--- src/hw/rtl/assert_macros.svh ---
// Assertion macros shared by the RTL of the integer multiply-add unit.
// Bodies compile to nothing when SYNTHESIS is defined.
`ifndef ASSERT_MACROS_SVH
`define ASSERT_MACROS_SVH
`ifndef SYNTHESIS
// Check a property on every clock edge outside reset.
`define IMAU_ASSERT(label, clk, rstn, prop) \
    label: assert property (@(posedge clk) disable iff (!(rstn)) (prop)) \
        else $error("assertion failed");
// Check a property on every clock edge, reset included.
`define IMAU_ASSERT_ALWAYS(label, clk, prop) \
    label: assert property (@(posedge clk) (prop)) \
        else $error("assertion failed");
`else
`define IMAU_ASSERT(label, clk, rstn, prop)
`define IMAU_ASSERT_ALWAYS(label, clk, prop)
`endif
`endif

--- src/hw/rtl/imau_pkg.sv ---
// Package of the integer multiply-add unit: operation codes, control struct
// and helper functions. No dependencies.
package imau_pkg;

    localparam logic [1:0] CMD_MUL      = 2'd0;
    localparam logic [1:0] CMD_MAD      = 2'd1;
    localparam logic [1:0] CMD_MUL24    = 2'd2;
    localparam logic [1:0] CMD_RESERVED = 2'd3;

    localparam logic [1:0] SIZE_8  = 2'd0;
    localparam logic [1:0] SIZE_16 = 2'd1;
    localparam logic [1:0] SIZE_32 = 2'd2;
    localparam logic [1:0] SIZE_64 = 2'd3;

    localparam logic [1:0] HALF_LO       = 2'd0;
    localparam logic [1:0] HALF_HI       = 2'd1;
    localparam logic [1:0] HALF_WIDE     = 2'd2;
    localparam logic [1:0] HALF_RESERVED = 2'd3;

    localparam logic [31:0] INT32_MAX = 32'h7FFF_FFFF;
    localparam logic [31:0] INT32_MIN = 32'h8000_0000;

    typedef struct packed {
        logic       bad;
        logic [1:0] cmd;
        logic [1:0] size;
        logic [1:0] half;
        logic       sat;
        logic       sgn;
    } ctl_t;

    // Mask of the low 8, 16, 32 or 64 bits.
    function automatic logic [63:0] width_mask(input logic [1:0] size);
        logic [63:0] m;
        unique case (size)
            SIZE_8:  m = 64'h0000_0000_0000_00FF;
            SIZE_16: m = 64'h0000_0000_0000_FFFF;
            SIZE_32: m = 64'h0000_0000_FFFF_FFFF;
            default: m = 64'hFFFF_FFFF_FFFF_FFFF;
        endcase
        return m;
    endfunction

    // Sign- or zero-extend the operand from its width (24 bits for mul24).
    function automatic logic [63:0] extend_op(input logic [63:0] v, input logic [1:0] size,
                                              input logic is24, input logic sgn);
        logic [63:0] r;
        if (is24) begin
            r = {{40{sgn & v[23]}}, v[23:0]};
        end else begin
            unique case (size)
                SIZE_8:  r = {{56{sgn & v[7]}}, v[7:0]};
                SIZE_16: r = {{48{sgn & v[15]}}, v[15:0]};
                SIZE_32: r = {{32{sgn & v[31]}}, v[31:0]};
                default: r = v;
            endcase
        end
        return r;
    endfunction

endpackage

--- src/hw/rtl/imau_fin.sv ---
// Final stage: add c, mask to the result width, saturate, zero an invalid
// result, and hold the result in the output register. Depends on imau_pkg.
module imau_fin (
    input  logic               aclk,
    input  logic               aresetn,
    input  logic               in_valid,
    output logic               in_ready,
    input  imau_pkg::ctl_t     in_ctl,
    input  logic [63:0]        in_x,
    input  logic [63:0]        in_c,
    output logic               out_valid,
    input  logic               out_ready,
    output logic [63:0]        out_result,
    output logic               out_invalid
);

    logic        valid_reg;
    logic [63:0] result_reg, result_next;
    logic        invalid_reg;
    logic [63:0] sum;
    logic [32:0] ssum;
    logic [63:0] mask;
    logic        sat_case;

    assign sum  = in_x + in_c;
    assign ssum = {in_x[31], in_x[31:0]} + {in_c[31], in_c[31:0]};
    assign sat_case = (in_ctl.cmd == imau_pkg::CMD_MAD) && (in_ctl.half == imau_pkg::HALF_HI)
                   && in_ctl.sat && in_ctl.sgn && (in_ctl.size == imau_pkg::SIZE_32);

    always_comb begin
        if (in_ctl.cmd == imau_pkg::CMD_MUL24) begin
            mask = imau_pkg::width_mask(imau_pkg::SIZE_32);
        end else if (in_ctl.half == imau_pkg::HALF_WIDE) begin
            // wide at 64 bits is flagged bad and zeroed, so size + 1 only counts in range
            mask = imau_pkg::width_mask(in_ctl.size + 2'd1);
        end else begin
            mask = imau_pkg::width_mask(in_ctl.size);
        end
        priority if (in_ctl.bad) begin
            result_next = 64'd0;
        end else if (sat_case && (ssum[32] != ssum[31])) begin
            result_next = {32'd0, ssum[32] ? imau_pkg::INT32_MIN : imau_pkg::INT32_MAX};
        end else begin
            result_next = sum & mask;
        end
    end

    assign in_ready = !valid_reg || out_ready;

    always_ff @(posedge aclk) begin
        if (!aresetn) begin
            valid_reg <= 1'b0;
        end else if (in_ready) begin
            valid_reg <= in_valid;
        end
        if (in_ready && in_valid) begin
            result_reg  <= result_next;
            invalid_reg <= in_ctl.bad;
        end
    end

    assign out_valid   = valid_reg;
    assign out_result  = result_reg;
    assign out_invalid = invalid_reg;

endmodule
--- config.mk ---
export PLATFORM = sky130hd
export DESIGN_NAME = imau_fin
export DESIGN_NICKNAME = d
export VERILOG_FILES = /design/src/hw/rtl/assert_macros.svh /design/src/hw/rtl/imau_pkg.sv /design/src/hw/rtl/imau_fin.sv
export SDC_FILE = /design/constraint.sdc
export NUM_CORES = 1
export LEC_CHECK = 0
export BUFFER_PORTS_ARGS = -buffer_cell sky130_fd_sc_hd__clkbuf_2
export CAP_MARGIN = 20
export CORE_MARGIN = 2
export CORE_UTILIZATION = 52
export DETAILED_ROUTE_END_ITERATION = 8
export MAX_ROUTING_LAYER = met4
export PLACE_DENSITY = 0.84
export SYNTH_ARGS = -nofsm -noshare
export SYNTH_HDL_FRONTEND = slang
export SYNTH_SLANG_ARGS = --single-unit
--- constraint.sdc ---
create_clock -name aclk -period 5.2 [get_ports aclk]
set_input_delay 1.04 -clock aclk [delete_from_list [all_inputs] [get_ports aclk]]
set_output_delay 1.04 -clock aclk [all_outputs]
set_load 0.02 [all_outputs]
==> results of run 1 <==
==> kinds of logic after synthesis <==
| family | synth area share [%] |
|---|---|
| flip-flops | 31.3 |
| AO/OA/AOI/OAI | 26.8 |
| adder cells (fa/ha/maj) | 13.6 |
| multiplexers | 1.45 |
| buffers and inverters | 3.34 |
| AND/OR/NAND/NOR | 16.7 |
| XOR/XNOR | 6.68 |
==> power by group <==
group	switching [mW]	internal, mW
registers	0.0171	0.640
clock network	0.234	0.320
logic	0.424	0.281
==> flip-flops by register name (all words and copies together), names as in the netlist <==
register,count
out_result,64
out_invalid,1
out_valid,1
==> how the worst max path moves through the flow <==
| stage | slack (ns) | start | to |
|---|---|---|---|
| final | 0.68 | in_x[0] | out_result[21] |
| after global routing | 0.44 | in_x[0] | out_result[21] |
| after CTS | 0.75 | in_x[0] | out_result[21] |
| after detailed placement | 0.38 | in_x[0] | out_result[21] |
| after global placement | 0.59 | in_x[0] | out_result[21] |
| after floorplan | 1.25 | in_x[0] | out_result[12] |
==> metrics by stage <==
step | power [mW] | utilization, % | cells | setup slack [ns] | area (um2)
after floorplan | 1.15 | - | 712 | 1.25 | 6290
after global placement | 1.35 | 62.3 | 1045 | 0.593 | 7420
after detailed placement | 1.36 | 62.3 | 1045 | 0.378 | 7420
after CTS | 1.91 | 64.5 | 1061 | 0.750 | 7690
after global routing | 2.01 | 64.7 | 1062 | 0.438 | 7710
final | 1.92 | 64.7 | 1062 | 0.684 | 7710
==> cell usage after synthesis (9+ instances only) <==
library cell / n / area share [%]
nand3_1: 22 / 1.8
xor2_1: 16 / 2.2
o21ai_0: 56 / 4.5
a31oi_1: 9 / 0.89
ha_1: 67 / 13
nand4_1: 16 / 1.6
a21oi_1: 74 / 5.9
a21o_1: 29 / 3.5
edfxtp_1: 65 / 31
nand2_1: 58 / 3.5
nor3_1: 17 / 1.4
o21ai_2: 10 / 1.4
xnor2_1: 32 / 4.5
nor2_1: 56 / 3.3
a211oi_1: 11 / 1.3
o21a_1: 9 / 1.1
clkbuf_1: 18 / 1.1
o21bai_1: 16 / 1.9
inv_1: 24 / 1.4
==> worst max-delay path, cell delays in order <==
cell and delay (ns):
clkbuf_2 0.08, ha_1 0.24, fa_1 0.45, a211oi_1 0.26
o21ai_0 0.21, o2111ai_1 0.39, a21oi_1 0.22, a211oi_1 0.58
nor3_2 0.12, o21ai_4 0.46, o211ai_4 0.33, o31ai_1 0.30
==> routing by layer <==
metal  wire length [um]  global-route usage, %  vias up
li1                   -                      -     3083
met1               7770                   37.9     2904
met2               8090                   41.6      337
met3               1340                   3.72       42
met4                469                   10.7        0
met5                  0                      -        -
==> final cells by class <==
class / count / area (um2)
Clock inverter: 5 / 31.3
Fill cell: 1002 / 4210
Inverter: 24 / 90.1
Timing Repair Buffer: 212 / 1090
Tap cell: 147 / 184
Clock buffer: 11 / 233
Sequential cell: 66 / 1970
Multi-Input combinational cell: 597 / 4110
==> flow_summary.yaml, run 1 <==
clock_network:
  root_buffer: "clkbuf_16"
  cts_buffers: 9
  cts.clk_slew.worst_paths_ns: 0.06
  insertion_delay_ns: 0.33
  cts_hold_buffers: 0
  cts.sinks: 66
  cts_tree: "built"
  cts_buffer_depth: 2
  post_cts_resized: 0
  cts_setup_buffers: 0
  ctsHtreeMaxLevel: 3
route:
  via_per_inst: 5.99
  dr_total_vias: 6366
  drc: 0
  dr.pass1.iters: 6
  wirelength_mm: 17.7
  wire_per_inst_um: 16.6
  postRouteAntennaNets: 0
  drt_iter0_drc: 656
setup_path:
  worstPathMaxFanout: 15
  worstReg2RegStart: "out_valid"
  crit_path_start_kind: "primary input"
  cp.arrival_ns: 4.69
  reg2reg_depth: 4
  cp-end-kind: "register"
  reg2reg_slack_ns: 3.56
  crit_type: "in -> reg"
  cp.required_ns: 5.37
  r2r_end: "out_result[31]"
timing:
  hold_violations: 0
  worst_clock_skew_ns: 0.00729
  whs_ns: 0.541
  period_minus_slack_ns: 4.52
  setup_tns_ns: 0
  tightest_slew_ns: 0.895
  fmax_ghz: 0.221
  finalSetupViolCount: 0
  maxSlewViolCount: 0
  rsz0062_at_grt: "no"
  relSlewSlack_pct: 38.8
  min_period_over_period_pct: 86.8
die:
  die_w_um: 114
  fp.coreArea_mm2: 0.0119
  start_util_pct: 52.8
  chipHeight_um: 114
  ios: 208
  core.rowCount: 40
  die_area_mm2: 0.0130
synthesis:
  synthesis.instances: 712
  synthArstFlopShare_pct: 0
  avgSynthCellArea_um2: 8.84
  syn_area_mm2: 0.00629
  ys_ff_latch: 66
  synth_edf_count: 65
  synth-main-ff-cell: "edfxtp_1"
  ys_seq_area_share_pct: 31.3
  synth.distinct_cells: 66
  syn_nets: 921
  yosysWarnings: 0
final_layout:
  final_cell_mix: "207 x clkbuf_2, 74 x a21oi_1, 67 x ha_1"
  fin_nets: 1119
  layout_commonest_cell: "clkbuf_2"
  layout-drive-gt1-share_pct: 27.2
  syn_to_final_growth_pct: 22.5
  n_antenna_cell: 0
grt:
  grt_max_degree: 49
  grt_util_all_layers_pct: 27.6
  overflow: 0
  grt_pass1_wl_mm: 28.0
  antenna_found_initial: 0
  grt_pass1_vias: 5740
min_path:
  worst_hold_path_type: "reg -> reg"
  holdPathEnd: "out_valid"
  hold_depth: 2
  min_from: "out_valid"
place:
  place_congestion: 0.984
  io_buffers: 207
  dpl.hpwl_mm: 14.0
power_and_ir_drop:
  peakVddDrop_mv: 0.149
  p_leak_nw: 3.52
  powerDensity_mw_per_mm2: 249
outcome:
  status: "complete, no violations"
run:
  maxCapViolCount: 0
Power figures use the tool's default switching activity.
==> run 2, diff against run 1 <==
--- a/config.mk
+++ b/config.mk
@@ -14,2 +14,3 @@
 export PLACE_DENSITY = 0.84
+export REMOVE_ABC_BUFFERS = 1
 export SYNTH_ARGS = -nofsm -noshare
--- a/constraint.sdc
+++ b/constraint.sdc
@@ -3,2 +3,2 @@
 set_output_delay 1.04 -clock aclk [all_outputs]
-set_load 0.02 [all_outputs]
+set_load 0.05 [all_outputs]
==> run 2 against run 1 <==
Net effect: design area decreased by 0.21%; total power up 6.2%; global-route usage shrank 0.92 points; sequential share of layout area grew 0.054 points; fmax barely moved; flip-flop and latch count stayed put; largest power group unchanged.
==> flow_summary.yaml, run 2 (synthesis gave the netlist of run 1 again) <==
power_and_ir_drop:
  p_leak_nw: 3.52
  peakVddDrop_mv: 0.131
  powerDensity_mw_per_mm2: 265
  total_power_mw: 2.04
setup_path:
  cp.arrival_ns: 4.60
  worstPathMaxFanout: 4
  path_common_cell: "a211oi_1"
  cp-end-kind: "register"
  crit_type: "in -> reg"
  worstPathCellList: "clkbuf_2 > ha_1 > fa_1 > a211oi_1 > o21ai_0 > o2111ai_1 > a21oi_1 > a211oi_1 > o211ai_1 > and4_1 > or3_1 > and3b_1"
  cp.required_ns: 5.28
  max_stage_delay_ns: 0.65
  worstReg2RegStart: "out_valid"
  crit_path_start_kind: "primary input"
  reg2reg_depth: 3
  reg2reg_slack_ns: 3.23
  crit_path_top_delay_cell: "a211oi_1"
  r2r_end: "out_result[51]"
route:
  wirelength_mm: 17.2
  postRouteAntennaNets: 0
  drt_iter0_drc: 464
  wire_per_inst_um: 16.2
  via_per_inst: 5.91
  drc: 0
  dr.pass1.iters: 5
  dr_total_vias: 6256
clock_network:
  cts_setup_buffers: 0
  cts_tree: "built"
  cts_buffers: 9
  post_cts_resized: 0
  ctsHtreeMaxLevel: 3
  insertion_delay_ns: 0.33
  cts_hold_buffers: 0
  cts.sinks: 66
  root_buffer: "clkbuf_16"
  cts.clk_slew.worst_paths_ns: 0.06
  cts_buffer_depth: 2
grt:
  grt_pass1_vias: 5820
  grt_util_all_layers_pct: 26.7
  antenna_found_initial: 0
  overflow: 0
  grt_max_degree: 37
  grt_pass1_wl_mm: 27.1
die:
  core.rowCount: 40
  start_util_pct: 52.8
  fp.coreArea_mm2: 0.0119
  ios: 208
  chipHeight_um: 114
  die_area_mm2: 0.0130
  die_w_um: 114
timing:
  tightest_slew_ns: 0.731
  min_period_over_period_pct: 86.9
  rsz0062_at_grt: "no"
  maxSlewViolCount: 0
  worst_clock_skew_ns: 0.00382
  relSlewSlack_pct: 51.0
  finalSetupViolCount: 0
  whs_ns: 0.537
  setup_tns_ns: 0
  period_minus_slack_ns: 4.52
  hold_violations: 0
  fmax_ghz: 0.221
min_path:
  holdPathEnd: "out_valid"
  min_from: "out_valid"
  worst_hold_path_type: "reg -> reg"
  hold_depth: 2
final_layout:
  fin_nets: 1117
  utilization_pct: 64.6
  layout_commonest_cell: "clkbuf_2"
  syn_to_final_growth_pct: 22.2
  layout-drive-gt1-share_pct: 26.9
  multi_input_area_mm2: 0.00411
  final_cell_mix: "207 x clkbuf_2, 74 x a21oi_1, 67 x ha_1"
  n_fill_cell: 1023
  n_antenna_cell: 0
  largest_register_ffs: 64
  final-seq-area_mm2: 0.00197
place:
  place_congestion: 0.933
  io_buffers: 207
  dpl.hpwl_mm: 13.4
run:
  maxCapViolCount: 0
outcome:
  status: "complete, no violations"
## run 2: cell count changes in the layout (fill, tap and decap cells not counted)
cell	before	now
clkinvlp_4	3	0
clkinv_1	1	3
buf_12	1	0
buf_4	4	3
bufinv_16	0	1
clkbuf_1	2	1
## run 2: where the power goes
part | leakage, nW | internal (mW) | switching (mW)
combinational | 2.73 | 0.279 | 0.513
sequential | 0.656 | 0.640 | 0.0144
clock | 0.135 | 0.363 | 0.227
## run 2: worst max-delay path, delay by kind of cell
family | cells | cell delay [ns]
compound gates | 6 | 1.97
simple gates | 3 | 0.85
fa+ha+maj | 2 | 0.66
buf+inv | 1 | 0.08
## run 2: final cells by class
| cell class | count | area share (%) |
|---|---|---|
| clock buffer | 10 | 2.98 |
| clock inverter | 5 | 0.602 |
| inverter | 24 | 1.17 |
| multi-input combinational | 597 | 53.4 |
| sequential | 66 | 25.6 |
| tap | 147 | 2.39 |
| timing repair buffer | 210 | 13.8 |
## run 2: routing by layer
metal / global-route usage [%] / wire, um
met5: - / 0
met1: 34.5 / 7360
met4: 9.43 / 478
met3: 3.40 / 1030
met2: 43.3 / 8320
## run 2: through the flow
stage	worst slack, ns	area (um2)	cells
after global routing	0.469	7690	1059
after global placement	0.568	7410	1044
final	0.681	7690	1059
after floorplan	0.840	6170	687
after detailed placement	0.433	7410	1044
after CTS	0.748	7690	1059
## run 2: worst max-delay path by stage
stage                     cells after the start    start        endpoint  slack, ns
after floorplan                              11  in_x[0]   out_result[0]       0.84
after global placement                       12  in_x[0]  out_result[21]       0.57
after detailed placement                     12  in_x[0]  out_result[21]       0.43
after CTS                                    12  in_x[0]  out_result[21]       0.75
after global routing                         12  in_x[0]  out_result[61]       0.47
final                                        12  in_x[0]  out_result[62]       0.68
==> run 3, diff against run 2 <==
- ABC_AREA: unset -> 1
- CORE_UTILIZATION: 52 -> 56
- PLACE_DENSITY: 0.84 -> 0.85
==> run 3 against run 2 <==
Net effect: setup slack better by 1.0 ns; first-iteration DRC count is 70% higher; sequential power hardly changed; critical path type unchanged; largest cell class unchanged.
==> flow_summary.yaml, run 3 <==
outcome:
  status: "complete, no violations"
clock_network:
  post_cts_resized: 0
  cts_tree: "built"
  cts.sinks: 66
  cts.clk_slew.worst_paths_ns: 0.06
  insertion_delay_ns: 0.35
  cts_setup_buffers: 0
  root_buffer: "clkbuf_16"
  cts_buffers: 9
  cts_hold_buffers: 0
  ctsHtreeMaxLevel: 3
  cts_buffer_depth: 2
final_layout:
  layout_commonest_cell: "nand2_1"
  largest_register_ffs: 64
  syn_to_final_growth_pct: 17.4
  final_cell_mix: "603 x nand2_1, 288 x inv_1, 207 x clkbuf_2"
  layout-drive-gt1-share_pct: 15.1
  fin_nets: 1903
  n_antenna_cell: 0
synthesis:
  synthArstFlopShare_pct: 0
  ys_ff_latch: 66
  synth-main-ff-cell: "edfxtp_1"
  avgSynthCellArea_um2: 5.74
  synth.distinct_cells: 35
  synthTopCellsByCount: "603 x nand2_1, 288 x inv_1, 151 x nor2_1"
  ys_seq_area_share_pct: 23.1
  yosysWarnings: 0
  yosysMostFrequentCell: "nand2_1"
  post-synth-top-area-cell: "nand2_1"
  synthesis.instances: 1488
  netlist_top_cells_area: "nand2_1 26%, edfxtp_1 23%, inv_1 13%, ha_1 9.8%, nor2_1 6.6%"
  syn_area_mm2: 0.00854
  synth_edf_count: 65
  synth.top_cell.area_share_pct: 26.5
grt:
  grt_util_all_layers_pct: 36.7
  overflow: 0
  grt_pass1_wl_mm: 44.7
  grt_max_degree: 66
  antenna_found_initial: 0
  grt_pass1_vias: 8919
timing:
  rsz0062_at_grt: "no"
  layout_setup_ws_ns: 1.71
  tightest_slew_ns: 0.867
  hold_violations: 0
  fmax_ghz: 0.286
  worst_clock_skew_ns: 0.00786
  relSlewSlack_pct: 42.1
  min_period_over_period_pct: 67.2
  period_minus_slack_ns: 3.49
  maxSlewViolCount: 0
  setup_tns_ns: 0
  finalSetupViolCount: 0
min_path:
  min_from: "out_valid"
  worst_hold_path_type: "reg -> reg"
die:
  chipHeight_um: 128
  die_w_um: 128
  fp.coreArea_mm2: 0.0150
  core.rowCount: 45
  ios: 208
  die_area_mm2: 0.0163
  start_util_pct: 56.8
setup_path:
  cp.required_ns: 5.38
  cp-end-kind: "register"
  cp.arrival_ns: 3.67
  crit_path_top_delay_cell: "nand4_2"
  worstPathCellList: "clkbuf_2 > ha_1 > nand2_1 > nor2_1 > nand3_1 > nand2_1 > nand2_1 > nand2_2 > nand2_2 > nand2_2 > nand2_1 > nand2_1 > nand4_2 > nand2_1"
  path_common_cell: "nand2_1"
  cp-startpoint: "in_c[7]"
  crit_type: "in -> reg"
  worstPathMaxFanout: 31
  max_stage_delay_ns: 0.68
  worstReg2RegStart: "out_valid"
  crit_path_start_kind: "primary input"
place:
  place_congestion: 1.11
  dp_slack_ns: 1.43
  io_buffers: 207
  dpl.hpwl_mm: 24.5
power_and_ir_drop:
  powerDensity_mw_per_mm2: 225
  p_int_mw: 1.27
  p_sw_mw: 0.985
  p_clk_share_pct: 25.7
  p_leak_nw: 6.04
  pwr-share-comb_pct: 45.3
  p_seq_share_pct: 28.9
  sw_frac_of_total_pct: 43.7
  peakVddDrop_mv: 0.145
route:
  wire_per_inst_um: 15.2
  postRouteAntennaNets: 0
  drt_iter0_drc: 789
  dr.pass1.iters: 5
  wirelength_mm: 28.7
  dr_total_vias: 9830
  drc: 0
  via_per_inst: 5.21
run:
  maxCapViolCount: 0
## run 3: logic make-up after synthesis
logic type	share of synthesized area, %
simple gates	45.4
fa+ha+maj	10.0
buf+inv	14.1
flops	23.1
xor+xnor	1.54
compound gates	5.90
## run 3: stage by stage
step	instance area [um2]	utilization (%)	total power, mW	instances	hold WS (ns)
after CTS	10000	66.7	2.24	1887	0.566
after floorplan	8440	-	1.36	1473	1.11
after global placement	9750	64.8	1.65	1871	0.537
after global routing	10000	66.7	2.38	1887	0.573
final	10000	66.7	2.25	1887	0.562
after detailed placement	9750	64.8	1.66	1871	0.557
## run 3: final cells by class
class                   instances  area [um2]
inverters                     292        1100
multi-input cells            1115        5390
flip-flops and latches         66        1970
well taps                     188         235
clock buffers                   9         225
fillers                      1426        5010
clock inverters                 7        55.1
repair buffers                210        1060
## run 3: power by group through the flow
stage / Sequential, mW / Clock, mW / Combinational, mW
finish: 0.652 / 0.580 / 1.02
global route: 0.656 / 0.600 / 1.12
CTS: 0.653 / 0.580 / 1.00
detailed placement: 0.663 / 0 / 0.998
global placement: 0.662 / 0 / 0.990
floorplan: 0.815 / 0 / 0.547
## run 3: critical path, delay by kind of cell
family	cells	cell delay, ns
and+or+nand+nor	12	2.16
adders and majority gates	1	0.38
buffers and inverters	1	0.08
## run 3: metal layers
metal / share of wire, % / global-route usage (%) / wire length [um] / vias to the layer above
met5: 0 / - / 0 / -
met4: 2.5 / 11.4 / 726 / 0
met3: 8.9 / 5.40 / 2570 / 46
met2: 43 / 55.5 / 12400 / 424
met1: 45 / 50.7 / 13000 / 4374
li1: - / - / - / 4986
## run 3: final timing paths
path | slack (ns) | to | cells past startpoint
hold reg to reg | 0.56 | out_valid | 2
hold / removal | 0.56 | out_valid | 2
setup / recovery | 1.71 | out_result[16] | 14
setup reg to reg | 3.64 | out_result[37] | 2
